**src/design/bxavg_pkg.sv**
```systemverilog
`default_nettype none

package bxavg_pkg;

  // Pixel channel width and channel count
  localparam int PIX_W = 8;
  localparam int CH_N  = 3;

  // Default size limits
  localparam int MAX_WIDTH_DEF  = 1024;
  localparam int MAX_FACTOR_DEF = 16;

  // Configuration port
  localparam int CFG_ADDR_W   = 1;
  localparam int CFG_DATA_W   = 11;
  localparam int FACTOR_REG_W = 5;
  localparam int WIDTH_REG_W  = 11;

  localparam logic [CFG_ADDR_W-1:0] REG_BLOCK_FACTOR = 1'd0;
  localparam logic [CFG_ADDR_W-1:0] REG_IMAGE_WIDTH  = 1'd1;

  localparam logic [FACTOR_REG_W-1:0] FACTOR_RESET = 5'd2;
  localparam logic [WIDTH_REG_W-1:0]  WIDTH_RESET  = 11'd512;

  // Commands from controller to datapath
  typedef struct packed {
    logic pix_accept;
    logic div_start;
    logic div_cfg;
    logic cfg_load;
    logic out_load;
  } cmd_t;

  // Status from datapath to controller
  typedef struct packed {
    logic rd_ok;
    logic out_fire;
    logic div_busy;
    logic div_done;
    logic out_free;
  } stat_t;

endpackage

`default_nettype wire

```
**src/design/bxavg_ctrl.sv**
```systemverilog
`default_nettype none

module bxavg_ctrl (
  input  wire logic              clk,
  input  wire logic              rst,
  input  wire logic              cfg_we,
  input  wire logic              pix_valid,
  output      logic              pix_ready,
  input  wire bxavg_pkg::stat_t  stat,
  output      bxavg_pkg::cmd_t   cmd
);

  localparam logic [1:0] S_IDLE   = 2'd0;
  localparam logic [1:0] S_CFGDIV = 2'd1;
  localparam logic [1:0] S_OUTDIV = 2'd2;
  localparam logic [1:0] S_HOLD   = 2'd3;

  logic [1:0] state, state_next;
  logic       pend, pend_next;

  // Take a beat only when idle, settled and the column read is current
  assign pix_ready = (state == S_IDLE) && !pend && stat.rd_ok;

  always_comb begin
    state_next     = state;
    cmd            = '0;
    cmd.pix_accept = pix_ready && pix_valid;
    unique case (state)
      S_IDLE: begin
        if (cmd.pix_accept && stat.out_fire) begin
          cmd.div_start = 1'b1;
          state_next    = S_OUTDIV;
        end else if (pend) begin
          cmd.div_start = 1'b1;
          cmd.div_cfg   = 1'b1;
          state_next    = S_CFGDIV;
        end
      end
      S_CFGDIV: begin
        if (pend) begin
          cmd.div_start = 1'b1;
          cmd.div_cfg   = 1'b1;
        end else if (stat.div_done) begin
          cmd.cfg_load = 1'b1;
          state_next   = S_IDLE;
        end
      end
      S_OUTDIV: begin
        if (stat.div_done) begin
          if (stat.out_free) begin
            cmd.out_load = 1'b1;
            state_next   = S_IDLE;
          end else begin
            state_next = S_HOLD;
          end
        end
      end
      S_HOLD: begin
        if (stat.out_free) begin
          cmd.out_load = 1'b1;
          state_next   = S_IDLE;
        end
      end
    endcase
    // Hold a recompute request until its division starts
    if (cfg_we) begin
      pend_next = 1'b1;
    end else if (cmd.div_start && cmd.div_cfg) begin
      pend_next = 1'b0;
    end else begin
      pend_next = pend;
    end
  end

  always_ff @(posedge clk) begin
    if (rst) begin
      state <= S_IDLE;
      pend  <= 1'b1;
    end else begin
      state <= state_next;
      pend  <= pend_next;
    end
  end

  a_fire_divides: assert property (@(posedge clk) disable iff (rst)
    (cmd.pix_accept && stat.out_fire) |=> (state == S_OUTDIV))
    else $error("block result did not start a division");

  a_load_free: assert property (@(posedge clk) disable iff (rst)
    cmd.out_load |-> stat.out_free)
    else $error("output register overwritten");

  a_pend_blocks: assert property (@(posedge clk) disable iff (rst)
    pend |-> !cmd.pix_accept)
    else $error("pixel taken before recompute");

  a_hold_idle_div: assert property (@(posedge clk) disable iff (rst)
    (state == S_HOLD) |-> !stat.div_busy)
    else $error("divider busy while result held");

endmodule

`default_nettype wire

```
**config.mk**
```make
export PLATFORM = sky130hd
export DESIGN_NAME = bxavg_ctrl
export DESIGN_NICKNAME = d
export VERILOG_FILES = /design/src/design/bxavg_pkg.sv /design/src/design/bxavg_ctrl.sv
export SDC_FILE = /design/constraint.sdc
export NUM_CORES = 1
export LEC_CHECK = 0
export ABC_CLOCK_PERIOD_IN_PS = 1800
export BUFFER_PORTS_ARGS = -buffer_cell sky130_fd_sc_hd__buf_2
export CAP_MARGIN = 20
export CORE_AREA = 2 2 39 41
export CTS_CLUSTER_DIAMETER = 120
export CTS_CLUSTER_SIZE = 14
export DETAILED_ROUTE_END_ITERATION = 8
export DIE_AREA = 0 0 41 43
export HOLD_SLACK_MARGIN = 0.03
export PLACE_DENSITY = 0.37
export SETUP_SLACK_MARGIN = 0.1
export SLEW_MARGIN = 20
export SYNTH_ARGS = -nofsm -noshare
export SYNTH_HDL_FRONTEND = slang
export SYNTH_SLANG_ARGS = --single-unit
```
**constraint.sdc**
```tcl
create_clock -name clk -period 1.8 [get_ports clk]
set_clock_uncertainty 0.05 [all_clocks]
set_input_delay 0.09 -clock clk [delete_from_list [all_inputs] [get_ports clk]]
set_output_delay 0.09 -clock clk [all_outputs]
set_load 0.05 [all_outputs]
```
==> results_dict.tcl, run 1 <==
set metrics [dict create \
    critPathMaxStageDelay_ns 0.54 \
    wl_per_cell_um 8.40 \
    cts_root_buf "clkbuf_4" \
    min_period_ns 1.45 \
    synth_cells 23 \
    path_delay_family "buffers and inverters" \
    peakVddDrop_mv 0.418 \
    fin_util_pct 24.2 \
    ys_types 17 \
    setup_viol 0 \
    critPathMaxFanout 1 \
    clk_latency_ns 0.23 \
    port-buffer-count 13 \
    slowest_stage "dlygate4sd3_1" \
    placementRows 14 \
    worst_pin_slew_ns 0.351 \
    maxCapViolCount 0 \
    cts_hold_buf 3 \
    diodes 0 \
    yosysMostFrequentCell "dfxtp_1" \
    antenna_found_initial 0 \
    grt_max_degree 10 \
    synth_top_cell_by_area "dfxtp_1" \
    ys_ff_latch 3 \
    synth_seq_area_share_pct 30.2 \
    layout_setup_ws_ns 0.347 \
    cts_resized 0 \
    cp.required_ns 1.86 \
    postLayoutCellArea_sq_um 335 \
    start_util_pct 14.4 \
    grt_pass1_wl_um 724 \
    cp.arrival_ns 1.52 \
    path_cells "dlygate4sd3_1, buf_2, a211o_1, dlygate4sd3_1" \
    clk_pin_slew_worst_paths_ns 0.04 \
    cts_max_level 1 \
    relSlewSlack_pct 76.6 \
    viasPerCell 3.97 \
    layout.cells.non_filler 58 \
    die_h_um 43 \
    synthTopCellsByCount "dfxtp_1 (3), a31oi_1 (2), nand2_1 (2), nor2_1 (2), nor2b_1 (2)" \
    hold_violations 0 \
    cts_sinks 3 \
    first_global_vias 182 \
    wl_um 487 \
    area_growth_pct 68.6 \
    crit_type "in2reg" \
    cts_buffers 3 \
    dr.pass1.iters 2 \
    synth-main-ff-cell "dfxtp_1" \
    drt_iter0_drc 5 \
    io_pins 15 \
    setup-tns-final_ns 0 \
    whs_ns 0.0829 \
    end_kind "flop" \
    drt.antenna.violating_nets 0 \
    syn_area_sq_um 199 \
    power.density_nw_per_um2 734 \
    met2WireLength_um 189 \
    placed_area_sq_um 279 \
    die-area_sq_um 1760 \
    synth_edf_count 0 \
    met1Wirelength_um 248 \
    hold_class "in2reg" \
    vias 230 \
    status "finished, final reports clean" \
    grt_util_all_layers_pct 6.42 \
    crit_buf_inv 3 \
    ys_warn_count 0 \
    fmax_ghz 0.688 \
    wl_met3_um 49 \
    place_congestion 0.707 \
    overflow 0 \
    cts_buffer_depth 2 \
    place_inst 51 \
    drv_slew 0 \
    yosysTopAreaCellShare_pct 30.2 \
    leakagePower_nw 0.157 \
    die_w_um 41 \
    core_area_sq_um 1380 \
    cpMostUsedCell "dlygate4sd3_1" \
    dp_slack_ns 0.612 \
    finalPower_uw 246 \
    startpoint_type "input port" \
    drc_errors 0 \
    highest_layer "met3" \
    cts_tree "done" \
    num-nets-final 52 \
    async_flop_share_pct 0 \
    post-cts-setup-buffer-count 0 \
    synth_fp_nets 32 \
    rsz0062_at_grt "no" \
    drive_gt1_share_pct 45.2 \
    yosys-top-cells-area "dfxtp_1 (30%), a31oi_1 (6.3%), nor2b_1 (6.3%), nor3b_2 (6.3%), buf_6 (5.7%)" \
    postSynthAreaPerCell_sq_um 8.65 \
    period_share_pct 80.7 \
]
path summary, 6_finish.rpt:
check	end	slack [ns]	startpoint	cells after the start
max	pend	0.35	cfg_we	4
min	state[1]	0.08	stat[0]	3
max reg2reg	pend	0.37	state[1]	2
min reg2reg	state[1]	0.62	state[1]	1
kinds of logic (layout without fill, tap and decap cells):
group / Yosys count / count (layout) / share of synthesized area (%)
AOI/OAI and AO/OA: 6 / 6 / 22.6
and+or+nand+nor: 13 / 13 / 41.5
DFF: 3 / 3 / 30.2
buffers and inverters: 1 / 20 / 5.66
layout by cell type, fill, tap and decap left out:
cell,n
dlygate4sd3_1,3
nor2b_1,2
a211o_1,1
nor2_1,2
nor3b_4,1
clkbuf_1,1
or2_1,1
a31oi_1,2
buf_2,13
and2_1,1
clkbuf_4,3
nor2b_2,1
nand2_1,2
and4b_1,1
nand2b_1,1
a21o_1,1
a21oi_2,1
o21a_1,1
nor3_1,1
dfxtp_1,3
tightest hold or removal path, cell delays in order:
cell and delay [ns]:
buf_2 0.10, a21oi_2 0.05, o21a_1 0.09
sequential cells by signal, summed over array words and instances (netlist names):
| signal | flops |
|---|---|
| pend | 1 |
| state | 2 |
layer usage:
layer  vias up  GRT usage, %
met4         0          2.00
met1       102          8.01
li1        118             -
met2        10          7.50
met3         0          6.28
met5         -             0
report_power, final:
part | leakage (nW) | internal [mW] | switching, mW
logic | 0.117 | 0.0233 | 0.0301
registers | 0.0248 | 0.0702 | 0.00525
clock network | 0.0150 | 0.0830 | 0.0343
total | 0.157 | 0.177 | 0.0697
cell type report:
class / count / area, sq um
Fill cell: 160 / 1050
Multi-Input combinational cell: 19 / 134
Timing Repair Buffer: 16 / 95.1
Sequential cell: 3 / 60.1
Clock buffer: 4 / 26.3
Tap cell: 16 / 20.0
No activity file was read; power rests on OpenSTA's default activity.
==> run 2, diff against run 1 <==
ABC_CLOCK_PERIOD_IN_PS = 1250   (was 1800)
PLACE_DENSITY = 0.38   (was 0.37)
clock period = 1.25 ns   (was 1.8 ns; I/O delays follow)
==> run 2 against run 1 <==
Net effect:
- the run now ends with setup timing left
- setup slack lost 0.39 ns
- clock-buffer cell count is the same
- combinational power grew 94%
- global-route usage grew 2.6 points
- sequential share of layout area shrank 2.8 points
- critical path depth is the same
- sequential power grew 43%
- total power grew 54%
- clock power grew 44%
- largest power group unchanged
==> results_dict.tcl, run 2 (synthesis gave the netlist of run 1 again) <==
set metrics [dict create \
    first_global_vias 278 \
    worst_pin_slew_ns 0.173 \
    overflow 0 \
    rr_endpoint "state[0]" \
    place_inst 53 \
    relSlewSlack_pct 88.4 \
    finalPower_uw 380 \
    grt_util_all_layers_pct 9.03 \
    drt_iter0_drc 1 \
    layout.cells.non_filler 62 \
    viasPerCell 4.18 \
    setup_viol 3 \
    grt_pass1_wl_um 1000 \
    cts_buffers 3 \
    layout_commonest_cell "buf_2" \
    multiInputGateArea_sq_um 165 \
    cts_max_level 1 \
    status "finished with violations" \
    layout_setup_ws_ns -0.0419 \
    port-buffer-count 13 \
    holdCritStartpoint "stat[0]" \
    wl_per_cell_um 9.61 \
    drt.antenna.violating_nets 0 \
    drv_slew 0 \
    crit_type "reg2out" \
    power.density_nw_per_um2 835 \
    cts_root_buf "clkbuf_4" \
    critPathMaxFanout 4 \
    path_cells "nor2b_4, nor3b_4, and2_4, buf_8" \
    cts_tree "done" \
    placed_area_sq_um 320 \
    drc_errors 0 \
    startpoint_type "flop" \
    whs_ns 0.0565 \
    wl_um 596 \
    path_delay_family "simple AND/OR/NAND/NOR gates" \
    start_util_pct 14.4 \
    layout_common_cells "buf_2 (7), buf_6 (6), clkbuf_4 (3), buf_4 (3)" \
    antenna_found_initial 0 \
    seq_area_sq_um 68.8 \
    min_period_ns 1.29 \
    fmax_ghz 0.774 \
    drive_gt1_share_pct 69.6 \
    dp_slack_ns 0.0290 \
    area_growth_pct 129 \
    clk_pin_slew_worst_paths_ns 0.04 \
    critPathMaxStageDelay_ns 0.33 \
    period_share_pct 103 \
    die_h_um 43 \
    crit_buf_inv 1 \
    cts_buffer_depth 2 \
    failed_checks "setup timing" \
    peakVddDrop_mv 0.287 \
    grt_max_degree 7 \
    r2r_cells 4 \
    vias 259 \
    rr_startpoint "state[0]" \
    hold-path-endpoint "state[1]" \
    largest-register "state" \
    rrSetupSlack_ns 0.16 \
    dr.pass1.iters 2 \
    clk_latency_ns 0.23 \
    hold_class "in2reg" \
    setup-tns-final_ns -0.0668 \
    fin_util_pct 32.9 \
    slowest_stage "dfxtp_2" \
    die-area_sq_um 1760 \
    place_congestion 0.670 \
    maxCapViolCount 0 \
    hold_violations 0 \
    cts_sinks 3 \
    diodes 0 \
    largest_reg_flops 2 \
    placementRows 14 \
    holdPathStages 3 \
    rsz0062_at_grt "yes" \
    die_w_um 41 \
    end_kind "output pin" \
    fill_cells 150 \
    cp.arrival_ns 1.18 \
    num-nets-final 56 \
    leakagePower_nw 0.212 \
    reg_top3 "state: 2 flops, pend: 1 flops" \
    io_pins 15 \
    cp.required_ns 1.14 \
    core_area_sq_um 1380 \
    postLayoutCellArea_sq_um 455 \
]
run 2: cell count changes in the layout (fill, tap and decap cells not counted), moves of 2 or more:
cell	previous run	this run
buf_2	13	7
buf_4	0	3
buf_6	0	6
buf_8	0	2
dfxtp_1	3	0
dfxtp_4	0	2
nor2b_1	2	0
nor2b_4	0	2
run 2: final cells by class:
type | instances | share of cell area [%]
Timing Repair Buffer | 20 | 38.5
Sequential cell | 3 | 15.1
Clock buffer | 4 | 5.77
Multi-Input combinational cell | 19 | 36.3
Tap cell | 16 | 4.40
run 2: metal layers:
layer / GRT usage [%] / wire length, um / vias up
met5: 0 / 0 / -
met4: 12.0 / 27 / 0
met3: 1.57 / 50 / 4
met2: 12.8 / 301 / 12
met1: 8.97 / 215 / 114
li1: - / - / 129
run 2: worst min-delay path, delay by kind of cell:
kind / cells / cell delay (ns)
buffers and inverters: 1 / 0.10
AOI/OAI and AO/OA: 2 / 0.13
run 2: repair_timing:
item,in CTS,in global routing
resized for setup,20,2
setup endpoints to repair,6,6
hold endpoints to repair,2,0
hold buffers,2,0
buffers inserted,2,1
gates cloned,0,0
pin swaps,3,1
run 2: how the worst max path moves through the flow:
| stage | from | to | cells after the start |
|---|---|---|---|
| 2_1_floorplan | state[0] | cmd[4] | 3 |
| 3_3_place_gp | state[0] | cmd[4] | 4 |
| 3_5_place_dp | state[0] | cmd[4] | 4 |
| 4_1_cts | state[0] | cmd[4] | 4 |
| 5_1_grt | state[0] | cmd[4] | 4 |
| 6_report | state[0] | cmd[4] | 4 |
run 2: power by group:
| part | switching (mW) | internal [mW] |
|---|---|---|
| sequential | 0.00881 | 0.0991 |
| clock | 0.0487 | 0.120 |
| combinational | 0.0503 | 0.0541 |
| total | 0.108 | 0.273 |
==> run 3, diff against run 2 <==
CELL_PAD_IN_SITES_DETAIL_PLACEMENT = 1   (was unset)
CELL_PAD_IN_SITES_GLOBAL_PLACEMENT = 1   (was unset)
PLACE_DENSITY = 0.51   (was 0.38)
==> run 3 against run 2 <==
Net effect:
- the flow still finishes with violations (setup timing)
- utilization is 0.72 points higher
- die area did not move
- sequential cell count did not move
- highest routed layer unchanged
- sequential power barely moved
- final area grew 2.2%
- cell count is 3.2% higher
- maximum frequency hardly changed
- non-clock buffer count up 2
- clock-buffer cell count stayed put
- clock power up 3%
- critical path type unchanged
- setup slack hardly changed
- largest power group unchanged
- critical path depth stayed put
==> results_dict.tcl, run 3 (synthesis gave the netlist of run 1 again) <==
set metrics [dict create \
    place_hpwl_um 494 \
    grt_busiest_layer "met2" \
    vias 277 \
    drt.antenna.violating_nets 0 \
    layout_setup_ws_ns -0.0423 \
    reg_top3 "state: 2 flops, pend: 1 flops" \
    largest-register "state" \
    rrSetupSlack_ns 0.10 \
    drt_iter0_drc 0 \
    grt_max_degree 7 \
    cts_buffer_depth 2 \
    peakVddDrop_mv 0.448 \
    fmax_ghz 0.774 \
    die-area_sq_um 1760 \
    placed_area_sq_um 313 \
    grt_use_met2_pct 18.8 \
    grt_use_met1_pct 10.3 \
    grt_util_all_layers_pct 11.6 \
    first_global_vias 296 \
    end_kind "output pin" \
    viasPerCell 4.33 \
    place_congestion 0.693 \
    largest_reg_flops 2 \
    path_delay_family "simple AND/OR/NAND/NOR gates" \
    critPathMaxStageDelay_ns 0.33 \
    cts_root_buf "clkbuf_4" \
    cts_max_level 1 \
    failed_checks "setup timing" \
    postLayoutCellArea_sq_um 465 \
    layout.cells.non_filler 64 \
    period_share_pct 103 \
    die_w_um 41 \
    met3_usage_pct 3.14 \
    wl_per_cell_um 12.1 \
    die_h_um 43 \
    place_inst 52 \
    drive_gt1_share_pct 70.8 \
    clk_latency_ns 0.23 \
    cp.arrival_ns 1.18 \
    cp.required_ns 1.14 \
    crit_buf_inv 1 \
    layout_common_cells "buf_2 (8), buf_6 (6), buf_4 (5), nor2b_4 (3), clkbuf_4 (3)" \
    wl_um 773 \
    hold_class "in2reg" \
    relSlewSlack_pct 83.6 \
    clk_pin_slew_worst_paths_ns 0.04 \
    dr.pass1.iters 1 \
    start_util_pct 14.4 \
    status "finished with violations" \
    power.density_nw_per_um2 838 \
    min_period_ns 1.29 \
    num-nets-final 58 \
    rsz0062_at_grt "yes" \
    cts_tree "done" \
    critPathMaxFanout 3 \
    overflow 0 \
    whs_ns 0.0552 \
    core_area_sq_um 1380 \
    slowest_stage "dfxtp_2" \
    leakagePower_nw 0.224 \
    worst_pin_slew_ns 0.248 \
    drv_slew 0 \
    setup_viol 3 \
    hold_violations 0 \
    path_cells "nor2b_4, nor3b_4, and2_4, buf_8" \
    antenna_found_initial 0 \
    drc_errors 0 \
    diodes 0 \
    grt_pass1_wl_um 1270 \
    area_growth_pct 134 \
    port-buffer-count 13 \
    maxCapViolCount 0 \
    crit_type "reg2out" \
    io_pins 15 \
    cts_sinks 3 \
    layout_commonest_cell "buf_2" \
    setup-tns-final_ns -0.0776 \
    startpoint_type "flop" \
    cts_buffers 3 \
    placementRows 14 \
]
run 3: layer usage:
metal | part of all wire [%] | up-vias
li1 | - | 131
met2 | 58 | 11
met5 | 0 | -
met3 | 6.3 | 4
met1 | 32 | 131
met4 | 3.2 | 0
run 3: path summary, 6_finish.rpt:
kind / start / endpoint / depth (start not counted)
worst max-delay path: state[0] / cmd[4] / 4
worst max register to register: state[1] / state[1] / 5
worst min register to register: state[1] / pend / 1
worst min-delay path: stat[0] / state[1] / 3
run 3: per-stage QoR:
step	util (%)	worst slack (ns)	power (mW)
2_1_floorplan	-	-0.170	0.163
3_3_place_gp	22.6	0.0894	0.187
3_5_place_dp	22.6	0.0282	0.190
4_1_cts	32.0	-0.0989	0.395
5_1_grt	33.6	-0.105	0.420
6_report	33.6	-0.0423	0.390
run 3: report_power, final:
part	internal, mW	switching, mW
sequential	0.0990	0.00901
clock	0.120	0.0533
combinational	0.0550	0.0538
run 3: cell type report:
class	instances	area, sq um
clock buffer	4	26.3
fill	167	918
tap	16	20.0
multi-input combinational	19	170
sequential	3	68.8
timing repair buffer	22	180
run 3: what timing repair did:
item	CTS	global route
hold endpoints to repair	2	0
hold buffers	2	0
pin swaps	4	3
setup buffers	4	2
resized for setup	18	2
endpoints found under the setup margin	7	7
run 3: worst reg2reg max path: stages, from the launching register on:
cell     delay, ns
dfxtp_4       0.36
buf_6         0.14
buf_6         0.11
a21o_1        0.17
a21oi_2       0.15
o21a_1        0.12
